File: config.mk
export PLATFORM = sky130hd
export DESIGN_NAME = uid_allowlist_table_core_flat
export DESIGN_NICKNAME = d
export VERILOG_FILES = /design/src/sv/uat_pkg.sv /design/src/sv/uat_req_if.sv /design/src/sv/uat_res_if.sv /design/src/sv/uat_ctrl.sv /design/src/sv/uat_dpath.sv /design/src/sv/uid_allowlist_table_core.sv /design/src/flat_wrapper.sv
export SDC_FILE = /design/constraint.sdc
export NUM_CORES = 1
export LEC_CHECK = 0
export BUFFER_PORTS_ARGS = -buffer_cell sky130_fd_sc_hd__buf_4
export CAP_MARGIN = 5
export CORE_ASPECT_RATIO = 0.6
export CORE_MARGIN = 1.5
export CORE_UTILIZATION = 62
export CTS_CLUSTER_DIAMETER = 50
export DETAILED_ROUTE_END_ITERATION = 7
export GPL_ROUTABILITY_DRIVEN = 0
export PLACE_DENSITY = 0.91
export SLEW_MARGIN = 15
export SYNTH_ARGS = -nofsm -noshare
export SYNTH_HDL_FRONTEND = slang
export SYNTH_HIERARCHICAL = 1
export SYNTH_SLANG_ARGS = --single-unit
export TNS_END_PERCENT = 20
File: constraint.sdc
create_clock -name clk -period 5.2 [get_ports clk]
set_input_delay 1.04 -clock clk [delete_from_list [all_inputs] [get_ports clk]]
set_output_delay 1.04 -clock clk [all_outputs]
set_load 0.01 [all_outputs]
File: src/sv/uat_pkg.sv
package uat_pkg;

  localparam int UID_W = 32;

  // Request codes; the unused code behaves as a check.
  localparam logic [1:0] REQ_CHECK  = 2'd0;
  localparam logic [1:0] REQ_INSERT = 2'd1;
  localparam logic [1:0] REQ_REMOVE = 2'd2;

  localparam logic [2:0] ST_OK        = 3'd0;
  localparam logic [2:0] ST_NOT_FOUND = 3'd1;
  localparam logic [2:0] ST_PRESENT   = 3'd2;
  localparam logic [2:0] ST_MASTER    = 3'd3;
  localparam logic [2:0] ST_FULL      = 3'd4;

  localparam logic [UID_W-1:0] MASTER_RESET = {8'hB3, 8'h1B, 8'h80, 8'h1B};

  typedef struct packed {
    logic load;      // latch the incoming word and clear the search
    logic mst_hit;   // record a match against the master UID
    logic rd;        // read the member at the pointer
    logic cmp;       // compare read data, record hit or advance pointer
    logic decide;    // form the result and apply an insert
    logic rd_next;   // read the member above the pointer
    logic sh_wr;     // move the read member down one place
    logic sh_done;   // compaction finished, drop the count
    logic publish;   // move the result into the output register
  } cmd_t;

  typedef struct packed {
    logic master_eq;
    logic ptr_end;
    logic rd_eq;
    logic shift_go;
    logic shift_end;
    logic out_free;
  } stat_t;

endpackage

File: src/sv/uat_req_if.sv
interface uat_req_if;
  logic                       valid;
  logic                       ready;
  logic [1:0]                 req_type;
  logic [uat_pkg::UID_W-1:0]  card_uid;

  modport source (output valid, output req_type, output card_uid, input ready);
  modport sink   (input valid, input req_type, input card_uid, output ready);
endinterface

File: src/sv/uat_res_if.sv
interface uat_res_if;
  logic       valid;
  logic       ready;
  logic [2:0] status;
  logic [4:0] match_index;
  logic       is_master;
  logic [4:0] member_total;

  modport source (output valid, output status, output match_index, output is_master,
                  output member_total, input ready);
  modport sink   (input valid, input status, input match_index, input is_master,
                  input member_total, output ready);
endinterface

File: src/sv/uat_ctrl.sv
module uat_ctrl (
  input  logic           clk,
  input  logic           rst_n,
  input  logic           in_valid,
  output logic           in_ready,
  input  uat_pkg::stat_t stat,
  output uat_pkg::cmd_t  cmd
);

  typedef enum logic [6:0] {
    S_IDLE    = 7'b0000001,
    S_SEARCH  = 7'b0000010,
    S_COMPARE = 7'b0000100,
    S_DECIDE  = 7'b0001000,
    S_SH_RD   = 7'b0010000,
    S_SH_WR   = 7'b0100000,
    S_PUBLISH = 7'b1000000
  } state_t;

  state_t state_r, state_nxt;

  always_ff @(posedge clk) begin
    if (!rst_n) begin
      state_r <= S_IDLE;
    end else begin
      state_r <= state_nxt;
    end
  end

  always_comb begin
    state_nxt = state_r;
    cmd       = '0;
    in_ready  = 1'b0;
    case (state_r)
      S_IDLE: begin
        in_ready = 1'b1;
        if (in_valid) begin
          cmd.load  = 1'b1;
          state_nxt = S_SEARCH;
        end
      end
      S_SEARCH: begin
        // The master UID always wins over a stored member with the same value.
        if (stat.master_eq) begin
          cmd.mst_hit = 1'b1;
          state_nxt   = S_DECIDE;
        end else if (stat.ptr_end) begin
          state_nxt = S_DECIDE;
        end else begin
          cmd.rd    = 1'b1;
          state_nxt = S_COMPARE;
        end
      end
      S_COMPARE: begin
        cmd.cmp   = 1'b1;
        state_nxt = stat.rd_eq ? S_DECIDE : S_SEARCH;
      end
      S_DECIDE: begin
        cmd.decide = 1'b1;
        state_nxt  = stat.shift_go ? S_SH_RD : S_PUBLISH;
      end
      S_SH_RD: begin
        if (stat.shift_end) begin
          cmd.sh_done = 1'b1;
          state_nxt   = S_PUBLISH;
        end else begin
          cmd.rd_next = 1'b1;
          state_nxt   = S_SH_WR;
        end
      end
      S_SH_WR: begin
        cmd.sh_wr = 1'b1;
        state_nxt = S_SH_RD;
      end
      S_PUBLISH: begin
        if (stat.out_free) begin
          cmd.publish = 1'b1;
          state_nxt   = S_IDLE;
        end
      end
      default: begin
        state_nxt = S_IDLE;
      end
    endcase
  end

endmodule

File: src/sv/uat_dpath.sv
module uat_dpath #(
  parameter int TABLE_DEPTH = 16
) (
  input  logic                      clk,
  input  logic                      rst_n,
  input  logic                      cfg_we,
  input  logic [uat_pkg::UID_W-1:0] cfg_wdata,
  input  logic [1:0]                in_req_type,
  input  logic [uat_pkg::UID_W-1:0] in_card_uid,
  input  uat_pkg::cmd_t             cmd,
  output uat_pkg::stat_t            stat,
  input  logic                      out_ready,
  output logic                      out_valid,
  output logic [2:0]                out_status,
  output logic [4:0]                out_match_index,
  output logic                      out_is_master,
  output logic [4:0]                out_member_total
);

  localparam int CW = $clog2(TABLE_DEPTH + 1);
  localparam int AW = (TABLE_DEPTH > 1) ? $clog2(TABLE_DEPTH) : 1;

  logic [uat_pkg::UID_W-1:0] mem [TABLE_DEPTH];

  logic [uat_pkg::UID_W-1:0] master_r, uid_r, rd_data_r;
  logic [1:0]                req_r;
  logic [CW-1:0]             count_r, ptr_r, hit_pos_r, res_index_r;
  logic                      hit_r, res_master_r;
  logic [2:0]                res_status_r;
  logic                      out_valid_r, out_master_r;
  logic [2:0]                out_status_r;
  logic [4:0]                out_index_r, out_total_r;

  logic [CW-1:0]             ptr_inc;
  logic                      full, ins_ok, master_eq;
  logic                      mem_we;
  logic [AW-1:0]             mem_waddr, mem_raddr;
  logic [uat_pkg::UID_W-1:0] mem_wdata;

  assign ptr_inc   = ptr_r + CW'(1);
  assign full      = (count_r == CW'(TABLE_DEPTH));
  assign master_eq = (uid_r == master_r);
  assign ins_ok    = cmd.decide && (req_r == uat_pkg::REQ_INSERT) && !hit_r && !full;

  assign stat.master_eq = master_eq;
  assign stat.ptr_end   = (ptr_r >= count_r);
  assign stat.rd_eq     = (rd_data_r == uid_r);
  assign stat.shift_go  = (req_r == uat_pkg::REQ_REMOVE) && hit_r && (hit_pos_r != '0);
  assign stat.shift_end = (ptr_inc >= count_r);
  assign stat.out_free  = !out_valid_r || out_ready;

  // An insert appends at the count; compaction writes one place below the read.
  always_comb begin
    mem_we    = ins_ok || cmd.sh_wr;
    mem_waddr = ins_ok ? count_r[AW-1:0] : ptr_r[AW-1:0];
    mem_wdata = ins_ok ? uid_r : rd_data_r;
    mem_raddr = cmd.rd_next ? ptr_inc[AW-1:0] : ptr_r[AW-1:0];
  end

  always_ff @(posedge clk) begin
    if (mem_we) begin
      mem[mem_waddr] <= mem_wdata;
    end
    if (cmd.rd || cmd.rd_next) begin
      rd_data_r <= mem[mem_raddr];
    end
  end

  always_ff @(posedge clk) begin
    if (!rst_n) begin
      master_r <= uat_pkg::MASTER_RESET;
    end else if (cfg_we) begin
      master_r <= cfg_wdata;
    end
  end

  always_ff @(posedge clk) begin
    if (!rst_n) begin
      count_r <= '0;
    end else if (ins_ok) begin
      count_r <= count_r + CW'(1);
    end else if (cmd.sh_done) begin
      count_r <= count_r - CW'(1);
    end
  end

  always_ff @(posedge clk) begin
    if (cmd.load) begin
      uid_r     <= in_card_uid;
      req_r     <= in_req_type;
      ptr_r     <= '0;
      hit_r     <= 1'b0;
      hit_pos_r <= '0;
    end
    if (cmd.mst_hit) begin
      hit_r     <= 1'b1;
      hit_pos_r <= '0;
    end
    if (cmd.cmp) begin
      if (rd_data_r == uid_r) begin
        hit_r     <= 1'b1;
        hit_pos_r <= ptr_inc;
      end else begin
        ptr_r <= ptr_inc;
      end
    end
    if (cmd.sh_wr) begin
      ptr_r <= ptr_inc;
    end
    if (cmd.decide) begin
      res_master_r <= master_eq;
      case (req_r)
        uat_pkg::REQ_INSERT: begin
          if (hit_r) begin
            res_status_r <= uat_pkg::ST_PRESENT;
            res_index_r  <= hit_pos_r;
          end else if (full) begin
            res_status_r <= uat_pkg::ST_FULL;
            res_index_r  <= '0;
          end else begin
            res_status_r <= uat_pkg::ST_OK;
            res_index_r  <= count_r + CW'(1);
          end
        end
        uat_pkg::REQ_REMOVE: begin
          if (!hit_r) begin
            res_status_r <= uat_pkg::ST_NOT_FOUND;
            res_index_r  <= '0;
          end else if (hit_pos_r == '0) begin
            res_status_r <= uat_pkg::ST_MASTER;
            res_index_r  <= '0;
          end else begin
            res_status_r <= uat_pkg::ST_OK;
            res_index_r  <= hit_pos_r;
            ptr_r        <= hit_pos_r - CW'(1);
          end
        end
        default: begin
          res_status_r <= hit_r ? uat_pkg::ST_OK : uat_pkg::ST_NOT_FOUND;
          res_index_r  <= hit_r ? hit_pos_r : '0;
        end
      endcase
    end
  end

  always_ff @(posedge clk) begin
    if (!rst_n) begin
      out_valid_r <= 1'b0;
    end else if (cmd.publish) begin
      out_valid_r <= 1'b1;
    end else if (out_ready) begin
      out_valid_r <= 1'b0;
    end
  end

  always_ff @(posedge clk) begin
    if (cmd.publish) begin
      out_status_r <= res_status_r;
      out_index_r  <= 5'(res_index_r);
      out_master_r <= res_master_r;
      out_total_r  <= 5'(count_r);
    end
  end

  assign out_valid        = out_valid_r;
  assign out_status       = out_status_r;
  assign out_match_index  = out_index_r;
  assign out_is_master    = out_master_r;
  assign out_member_total = out_total_r;

endmodule

File: src/sv/uid_allowlist_table_core.sv
// Channel   Direction  Word
// in_req    sink       req_type[1:0], card_uid[31:0]
// out_res   source     status[2:0], match_index[4:0], is_master, member_total[4:0]
// cfg_*     write      cfg_we, cfg_wdata[31:0] (master UID)
//
// A word is taken only when the sequencer is idle. The search reads one member at a time from
// a single-port table, each read followed by a compare, until a hit or the end of the list;
// the master UID is checked before every read, so a hit on it ends the search before any read.
// A remove of a member other than the master then compacts the list, moving later members down.
// A finished result waits in the output register while the next word is accepted, and the
// sequencer holds its next result until that register is free.
// Reset restores the master UID and empties the list; table contents need no clearing.
module uid_allowlist_table_core #(
  parameter int TABLE_DEPTH = 16
) (
  input  logic                      clk,
  input  logic                      rst_n,
  input  logic                      cfg_we,
  input  logic [uat_pkg::UID_W-1:0] cfg_wdata,
  uat_req_if.sink                   in_req,
  uat_res_if.source                 out_res
);

  uat_pkg::cmd_t  cmd;
  uat_pkg::stat_t stat;

  uat_ctrl u_ctrl (
    .clk      (clk),
    .rst_n    (rst_n),
    .in_valid (in_req.valid),
    .in_ready (in_req.ready),
    .stat     (stat),
    .cmd      (cmd)
  );

  uat_dpath #(
    .TABLE_DEPTH (TABLE_DEPTH)
  ) u_dpath (
    .clk              (clk),
    .rst_n            (rst_n),
    .cfg_we           (cfg_we),
    .cfg_wdata        (cfg_wdata),
    .in_req_type      (in_req.req_type),
    .in_card_uid      (in_req.card_uid),
    .cmd              (cmd),
    .stat             (stat),
    .out_ready        (out_res.ready),
    .out_valid        (out_res.valid),
    .out_status       (out_res.status),
    .out_match_index  (out_res.match_index),
    .out_is_master    (out_res.is_master),
    .out_member_total (out_res.member_total)
  );

endmodule

File: src/flat_wrapper.sv
// flat-port wrapper written by rule: the top's interface ports become plain ports
module uid_allowlist_table_core_flat 
#(
  parameter int TABLE_DEPTH = 16
)
  (clk, rst_n, cfg_we, cfg_wdata, in_req_valid, in_req_req_type, in_req_card_uid, in_req_ready, out_res_valid, out_res_status, out_res_match_index, out_res_is_master, out_res_member_total, out_res_ready);
  uat_req_if in_req_i ();
  uat_res_if out_res_i ();
  input  logic clk;
  input  logic rst_n;
  input  logic cfg_we;
  input  logic [uat_pkg::UID_W-1:0] cfg_wdata;
  input wire logic [$bits(in_req_i.valid)-1:0] in_req_valid;
  input wire logic [$bits(in_req_i.req_type)-1:0] in_req_req_type;
  input wire logic [$bits(in_req_i.card_uid)-1:0] in_req_card_uid;
  output wire logic [$bits(in_req_i.ready)-1:0] in_req_ready;
  output wire logic [$bits(out_res_i.valid)-1:0] out_res_valid;
  output wire logic [$bits(out_res_i.status)-1:0] out_res_status;
  output wire logic [$bits(out_res_i.match_index)-1:0] out_res_match_index;
  output wire logic [$bits(out_res_i.is_master)-1:0] out_res_is_master;
  output wire logic [$bits(out_res_i.member_total)-1:0] out_res_member_total;
  input wire logic [$bits(out_res_i.ready)-1:0] out_res_ready;
  assign in_req_i.valid = in_req_valid;
  assign in_req_i.req_type = in_req_req_type;
  assign in_req_i.card_uid = in_req_card_uid;
  assign in_req_ready = in_req_i.ready;
  assign out_res_valid = out_res_i.valid;
  assign out_res_status = out_res_i.status;
  assign out_res_match_index = out_res_i.match_index;
  assign out_res_is_master = out_res_i.is_master;
  assign out_res_member_total = out_res_i.member_total;
  assign out_res_i.ready = out_res_ready;
  uid_allowlist_table_core #(.TABLE_DEPTH(TABLE_DEPTH)) u_core (.clk(clk), .rst_n(rst_n), .cfg_we(cfg_we), .cfg_wdata(cfg_wdata), .in_req(in_req_i), .out_res(out_res_i));
endmodule
[After elaboration in Yosys (flattened, before gate mapping)]
Memories as Yosys holds them, arrays and structs flattened. A register that Yosys moved wholly into a read port is not among the register bits.
Cells that the tools add are included.
Word-level totals
  memories kept: 1
  register bits after elaboration: 113
  bits in writable memories: 512
  input port bits: 71
  word-level logic and storage cells: 114
  output and inout bits: 16
Operators by class
  multiplexer cells: 61
  equal/unequal tests: 14
  add/subtract/negate cells: 4
  order comparisons: 2
  reduce and logical (&&, ||, !) cells: 16
Memory list
  u_core.u_dpath.mem: words 16, width 32, rd ports 1, clocked after memory_dff 1, write ports 1, line uat_dpath.sv:23  | logic [uat_pkg::UID_W-1:0] mem [TABLE_DEPTH];
Operators with widths (number)
  2-to-1 mux 5 bit: 19
  == test 32 bit: 2
  case mux 7 bit (7 select lines): 1
  2-to-1 mux 7 bit: 5
  2-to-1 mux 32 bit: 1
  2-to-1 mux 1 bit: 24
  2-to-1 mux 4 bit: 4
  adder 5 x 1 -> 5 bit (second input constant): 2
  greater-or-equal comparator 5 bit: 2
  case mux 5 bit (2 select lines): 1
  subtractor 5 x 1 -> 5 bit (second input constant): 2
  == test 7 x 1 -> 1 bit (second input constant): 1
  == test 7 x 2 -> 1 bit (second input constant): 1
  == test 7 x 3 -> 1 bit (second input constant): 1
  == test 7 x 4 -> 1 bit (second input constant): 1
  == test 7 x 5 -> 1 bit (second input constant): 1
  == test 7 x 6 -> 1 bit (second input constant): 1
  == test 7 bit (second input constant): 1
  2-to-1 mux 2 bit: 3
  2-to-1 mux 3 bit: 2
  case mux 3 bit (2 select lines): 1
  == test 5 bit (second input constant): 1
  logical AND 1 bit: 5
  zero test 5 bit: 1
  other kinds (9): 14

[Depth between registers and ports, before layout]
Gate-level depths: netlist of run 1.
  depth after elaboration: 10
  mapped depth: 17
  gate-level depth less buffers: 15

[Modules after synthesis]
Netlist of run 1, hierarchy kept.
By module, submodules not included
  uat_dpath: times used 1, cells each 1393, area an instance 25829.8 µm², sequential area each 19028.2 µm²
  uat_ctrl: times used 1, cells each 55, area an instance 446.7 µm², sequential area each 140.1 µm²

[Worst setup path before layout of run 1]
No wires, ideal clock.
  path kind: reg2reg
  from: register u_core.u_ctrl.state_r[5]
  to: memory u_core/u_dpath/mem[3][0] (netlist name), enable pin
  path buffers: 3
  data required time: 4.779 ns
  arrival: 3.410 ns
  setup time: 0.421 ns
  clock period less this slack: 3.831 ns
  cell stages (with the launch flop): 9
  setup slack: 1.369 ns
  path through: dfxtp_1 clkbuf_1 nor4_1 and4bb_2 and4b_1 clkbuf_1 buf_2 a31oi_1 nor2_1
RTL lines
  start: declaration: line uat_ctrl.sv:20  | state_t state_r, state_nxt;
  start signal: assignment: line uat_ctrl.sv:26  | state_r <= state_nxt;
  end: declaration: line uat_dpath.sv:23

==> results of run 1 <==
[flip-flops by register name, indices dropped and copies added, names as in the netlist]
| signal | count |
|---|---|
| u_core/u_ctrl/state_r | 7 |
| u_core/u_dpath/req_r | 2 |
| u_core/u_dpath/ptr_r | 5 |
| u_core/u_dpath/res_status_r | 3 |
| u_core/u_dpath/hit_pos_r | 5 |
| u_core/u_dpath/res_master_r | 1 |
| u_core/u_dpath/master_r | 32 |
| u_core/u_dpath/out_match_index | 5 |
| u_core/u_dpath/mem | 512 |
| u_core/u_dpath/out_is_master | 1 |
| u_core/u_dpath/rd_data_r | 32 |
| u_core/u_dpath/count_r | 5 |
| u_core/u_dpath/out_valid | 1 |
| u_core/u_dpath/hit_r | 1 |
| u_core/u_dpath/res_index_r | 5 |
| u_core/u_dpath/out_member_total | 5 |
| u_core/u_dpath/uid_r | 32 |
| u_core/u_dpath/out_status | 3 |
[per-layer routing]
layer | routed length (um) | part of all wire | GRT usage
met5 | 11 | 0.00017 | 0
met4 | 3650 | 0.055 | 0.163
met1 | 22900 | 0.35 | 0.422
met2 | 30900 | 0.47 | 0.482
met3 | 8770 | 0.13 | 0.0792
[kinds of logic after synthesis]
logic type               Yosys count  synth area share
AND/OR/NAND/NOR                  278            0.0518
AO/OA/AOI/OAI                    126            0.0305
multiplexers                     200             0.137
XOR/XNOR                          79            0.0263
buffers and inverters             92            0.0171
flip-flops                       657             0.729
adder cells (fa/ha/maj)           16           0.00762
[layout by cell type (no fill, tap or decap), types with 24 or more instances in the layout]
master / instances
edfxtp_1: 601
nand2_1: 134
mux4_2: 128
buf_4: 125
mux2i_1: 70
xor2_1: 67
clkbuf_16: 58
dfxtp_1: 56
a22oi_1: 35
o21ai_1: 32
nor2b_1: 24
[report_power, final]
group	switching, mW	leakage, nW	total (mW)	internal (mW)
Sequential	0.0865	5.89	5.84	5.75
Clock	1.83	0.866	4.10	2.27
Combinational	0.171	3.54	0.282	0.111
[layout make-up]
type | instances | area [um^2] | area share
tap | 570 | 713 | 0.0240
multi-input combinational | 699 | 6840 | 0.230
timing repair buffer | 133 | 1100 | 0.0370
clock buffer | 84 | 1600 | 0.0539
inverter | 22 | 82.6 | 0.00278
sequential | 657 | 19200 | 0.646
clock inverter | 17 | 173 | 0.00582
[metrics by stage]
step                      instances  utilization  hold WS (ns)
after floorplan                1448            -         0.400
after global placement         2081        0.666         0.405
after detailed placement       2081        0.666         0.408
after CTS                      2182        0.709         0.424
after global routing           2182        0.709         0.433
final                          2182        0.709         0.422
[worst min path at each step]
stage	end	slack [ns]	depth (start not counted)
2_1_floorplan	u_core/u_dpath/out_is_master$_DFFE_PP_	0.40	0
3_3_place_gp	u_core/u_dpath/out_status[0]$_DFFE_PP_	0.41	0
3_5_place_dp	u_core/u_dpath/out_is_master$_DFFE_PP_	0.41	0
4_1_cts	u_core/u_dpath/out_match_index[4]$_DFFE_PP_	0.42	0
5_1_grt	u_core/u_dpath/out_status[0]$_DFFE_PP_	0.43	0
6_report	u_core/u_dpath/out_is_master$_DFFE_PP_	0.42	0
==> flow_summary_export.csv, run 1 <==
group,metric,value,unit
floorplan,die_y,162,um
floorplan,die_w,269,um
clocking,clock_sinks,657,
clocking,postCtsSetupBuffers,0,
sta,hold_violations,0,
sta,timing.final.crit_period,4.95,ns
final_layout,layout-drive-gt1-share,0.233,
clocking,cts_resized,0,
placement,placed_area,27900,um^2
setup_path,slowest_delay,0.66,ns
routing,dr.pass1.iters,5,
logic_synthesis,synth_top_area_frac,0.687,
global_routing,first_global_vias,15282,
setup_path,timing.rr.start,"u_core/u_dpath/ptr_r[1]$_DFF_P_",
hold_path,hp-class,"flop to flop",
setup_path,cp_max_fo,14,
logic_synthesis,yosys-top-cells-count,"edfxtp_1 (601), nand2_1 (134), mux4_2 (128)",
setup_path,required,5.52,ns
logic_synthesis,syn_area,26300,um^2
floorplan,pin_count,87,
sta,tns,0,ns
global_routing,track_usage,0.314,
setup_path,path_depth,14,
setup_path,path_cells,"ha_1 > ha_1 > a21o_1 > a21oi_1 > nor2b_1 > o21ai_0 > nand2b_1 > nor2_1 > nand2_1 > xor2_4 > buf_4 > mux4_2 > a22oi_1 > o21ai_1",
setup_path,setup.worst_path.start,"u_core/u_dpath/ptr_r[1]$_DFF_P_",
job,cap_viol_max_count,0,
final_layout,diodes,0,
clocking,clk_pin_slew,0.07,ns
sta,slew_violations,0,
global_routing,grt-ovfl-total,0,
setup_path,crit_end,"u_core/u_dpath/rd_data_r[12]$_DFFE_PP_",
logic_synthesis,post-synth-top-area-cell,"edfxtp_1",
setup_path,crit_slowest_cell,"xor2_4",
routing,ant_nets,0,
sta,setup_ws,0.251,ns
setup_path,cp.buffers_inverters,1,
setup_path,worstSetupPathType,"flop to flop",
final_layout,final_area,29700,um^2
floorplan,row_count,58,
routing,vias,14818,
setup_path,critPathCaptureType,"flop",
clocking,cts_buffer_depth,3,
setup_path,r2r_slack,0.25,ns
power_and_ir_drop,power.total,10.2,mW
placement,dp_hpwl,39200,um
routing,drt-total-wl,66200,um
logic_synthesis,synth_cells,1448,
logic_synthesis,synth-seq-area-share,0.729,
setup_path,worst_path_most_repeated_cell,"ha_1",
clocking,cts_htree_levels,2,
routing,dr.first_iter.drc_count,2179,
logic_synthesis,avgSynthCellArea,18.1,um^2
routing,routed_via_density,6.79,
logic_synthesis,ys_warn_count,6,
clocking,cts_tree,"built",
power_and_ir_drop,p_per_area,344,nW/um^2
clocking,ctsHoldBuffers,0,
clocking,cts-root-buf,"clkbuf_16",
global_routing,antenna_found_initial,1,
logic_synthesis,synth_edf_count,601,
placement,pre_cts_ws,0.586,ns
logic_synthesis,synthFlopType,"edfxtp_1",
sta,skew,0.0279,ns
setup_path,rr_worst_depth,14,
hold_path,worst_hold_startpoint,"u_core/u_dpath/res_master_r$_DFFE_PP_",
final_layout,fin_nets,1656,
floorplan,start_util,0.628,
clocking,numCtsBuffers,56,
setup_path,rr_endpoint,"u_core/u_dpath/rd_data_r[12]$_DFFE_PP_",
logic_synthesis,syn_nets,1535,
routing,wl_per_cell,30.3,um
logic_synthesis,synthDistinctLibCells,64,
clocking,insertion_delay,0.61,ns
outcome,status,"finished clean",
global_routing,grt_pass1_wl,97300,um
logic_synthesis,yosysMostFrequentCell,"edfxtp_1",
sta,fmax,202,MHz
sta,fin_crit_sh,0.952,
routing,drc,0,
setup_path,cp_top_family,"simple AND/OR/NAND/NOR gates",
setup_path,worstSetupStartpointType,"flop",
sta,rsz0062_at_grt,"no",
setup_path,cp.arrival,5.27,ns
sta,finalSetupViolCount,0,
sta,worstMarginPinSlew,1.25,ns
placement,io_buffers,86,
floorplan,core_area,41900,um^2
floorplan,dieArea,43700,um^2
sta,timing.slew.headroom,0.166,
power_and_ir_drop,vdd_drop_max,0.348,mV
logic_synthesis,async_flop_share,0,
global_routing,grt_max_degree,69,
logic_synthesis,synth-seq-cells,657,
logic_synthesis,yosys-top-cells-area,"edfxtp_1 (69%), mux4_2 (11%), dfxtp_1 (4.3%)",
final_layout,nFillCells,2354,
final_layout,area_delta_synth_final,12.9,%
power_and_ir_drop,leakagePower,10.3,nW
Power figures use the tool's default switching activity.
==> inputs of run 2 (changes only) <==
- ABC_CLOCK_PERIOD_IN_PS: not set -> 5200
- REMOVE_ABC_BUFFERS: not set -> 1
- SETUP_SLACK_MARGIN: not set -> 0.05
==> run 2 against run 1 <==
Global-route usage decreased by 0.72 points. Non-clock buffer count decreased by 7. Maximum frequency increased by 4.1%. Sequential power about the same. Critical endpoint is now u_core/u_dpath/rd_data_r[24]$_DFFE_PP_. Die area unchanged. Flip-flop and latch count unchanged. Clock-buffer cell count decreased by 13. Power decreased by 0.14%. Largest cell class unchanged.
==> flow_summary_export.csv, run 2 (same netlist as run 1, synthesis figures left out) <==
group,metric,value,unit
power_and_ir_drop,p_per_area,344,nW/um^2
placement,dp_hpwl,37000,um
sta,whs,0.423,ns
floorplan,pin_count,87,
final_layout,layout-drive-gt1-share,0.228,
sta,fmax,210,MHz
power_and_ir_drop,leakagePower,10.3,nW
power_and_ir_drop,p_clk_frac,0.402,
global_routing,track_usage,0.307,
sta,slew_violations,0,
sta,timing.final.crit_period,4.75,ns
sta,worstMarginPinSlew,1.16,ns
routing,dr.pass1.iters,7,
setup_path,required,5.53,ns
final_layout,area_delta_synth_final,12.9,%
setup_path,crit_slowest_cell,"dfxtp_1",
power_and_ir_drop,p_comb_frac,0.027,
floorplan,row_count,58,
hold_path,hp-class,"flop to flop",
routing,ant_nets,0,
setup_path,cp.arrival,5.09,ns
outcome,status,"finished clean",
global_routing,grt_max_degree,67,
clocking,cts_htree_levels,2,
sta,fin_crit_sh,0.914,
sta,hold_violations,0,
clocking,postCtsSetupBuffers,0,
global_routing,antenna_found_initial,1,
setup_path,worstSetupPathType,"flop to flop",
power_and_ir_drop,vdd_drop_max,0.320,mV
routing,drc,0,
final_layout,largest_register_ff_count,512,
floorplan,start_util,0.628,
power_and_ir_drop,power.total,10.2,mW
power_and_ir_drop,p_int,8.12,mW
final_layout,regMostFlops,"u_core/u_dpath/mem",
final_layout,fin_nets,1647,
global_routing,grt-ovfl-total,0,
clocking,cts-root-buf,"clkbuf_16",
clocking,cts_buffer_depth,3,
sta,skew,0.0280,ns
power_and_ir_drop,sw_frac_of_total,0.204,
sta,timing.slew.headroom,0.221,
global_routing,first_global_vias,14919,
floorplan,die_w,269,um
routing,wl_per_cell,29.9,um
clocking,cts_resized,0,
routing,drt-total-wl,64900,um
setup_path,path_cells,"ha_1 > xor2_1 > ha_1 > a21oi_1 > nor2b_1 > o21ai_0 > nand2b_1 > nor2_1 > xnor2_2 > buf_12 > buf_4 > mux4_2 > a22oi_1 > o21ai_1",
job,cap_viol_max_count,0,
final_layout,mostFrequentLayoutCell,"edfxtp_1",
clocking,insertion_delay,0.60,ns
setup_path,cp.buffers_inverters,2,
clocking,cts_tree,"built",
clocking,clock_sinks,657,
routing,dr.first_iter.drc_count,2014,
global_routing,grt_pass1_wl,95700,um
setup_path,slowest_delay,0.63,ns
routing,routed_via_density,6.71,
clocking,clk_pin_slew,0.07,ns
clocking,numCtsBuffers,54,
routing,vias,14598,
final_layout,fin_util,0.709,
setup_path,cp_max_fo,33,
sta,rsz0062_at_grt,"no",
sta,finalSetupViolCount,0,
setup_path,critPathCaptureType,"flop",
placement,io_buffers,86,
floorplan,dieArea,43700,um^2
setup_path,worst_path_most_repeated_cell,"ha_1",
power_and_ir_drop,power_frac_seq,0.571,
setup_path,cp_top_family,"simple AND/OR/NAND/NOR gates",
power_and_ir_drop,power_switching,2.08,mW
final_layout,layout_common_cells,"edfxtp_1 (601), nand2_1 (134), mux4_2 (128)",
setup_path,worstSetupStartpointType,"flop",
floorplan,core_area,41900,um^2
clocking,ctsHoldBuffers,0,
floorplan,die_y,162,um
==> run 2: final timing paths <==
kind | start | cells after the start | slack [ns] | endpoint
max | u_core/u_dpath/ptr_r[0]$_DFF_P_ | 14 | 0.45 | u_core/u_dpath/rd_data_r[24]$_DFFE_PP_
min | u_core/u_dpath/res_status_r[1]$_DFFE_PP_ | 0 | 0.42 | u_core/u_dpath/out_status[1]$_DFFE_PP_
max reg2reg | u_core/u_dpath/ptr_r[0]$_DFF_P_ | 14 | 0.45 | u_core/u_dpath/rd_data_r[24]$_DFFE_PP_
min reg2reg | u_core/u_dpath/res_status_r[1]$_DFFE_PP_ | 0 | 0.42 | u_core/u_dpath/out_status[1]$_DFFE_PP_
==> run 2: layer usage <==
metal	part of all wire	vias up	track usage	routed length, um
li1	-	5945	-	-
met4	0.035	0	0.104	2280
met2	0.48	1052	0.495	31200
met1	0.36	7414	0.416	23300
met5	0	-	0	0
met3	0.13	187	0.0751	8130
==> run 2: area by class of cell <==
cell class                 count  area (um^2)
sequential                   657        19200
fill                        2386        12200
multi-input combinational    699         6840
clock buffer                  71         1480
timing repair buffer         126         1100
tap                          570          713
clock inverter                28          292
inverter                      22         82.6
antenna                        1         2.50
==> run 2: metrics by stage <==
| step | cell area (um^2) | TNS (ns) | instances | setup slack [ns] |
|---|---|---|---|---|
| after CTS | 29700 | 0 | 2173 | 0.563 |
| after global routing | 29700 | 0 | 2173 | 0.251 |
| after floorplan | 25900 | -305.51 | 1378 | -9.55 |
| after detailed placement | 27900 | 0 | 2074 | 0.619 |
| after global placement | 27900 | 0 | 2074 | 0.833 |
| final | 29700 | 0 | 2174 | 0.445 |
==> run 2: power by group through the flow <==
| stage | Combinational [mW] | Sequential (mW) | Clock, mW |
|---|---|---|---|
| floorplan | 0.135 | 5.90 | 0 |
| global placement | 0.256 | 5.94 | 0 |
| detailed placement | 0.265 | 5.94 | 0 |
| CTS | 0.272 | 5.82 | 4.14 |
| global route | 0.290 | 5.83 | 4.33 |
| finish | 0.273 | 5.83 | 4.11 |
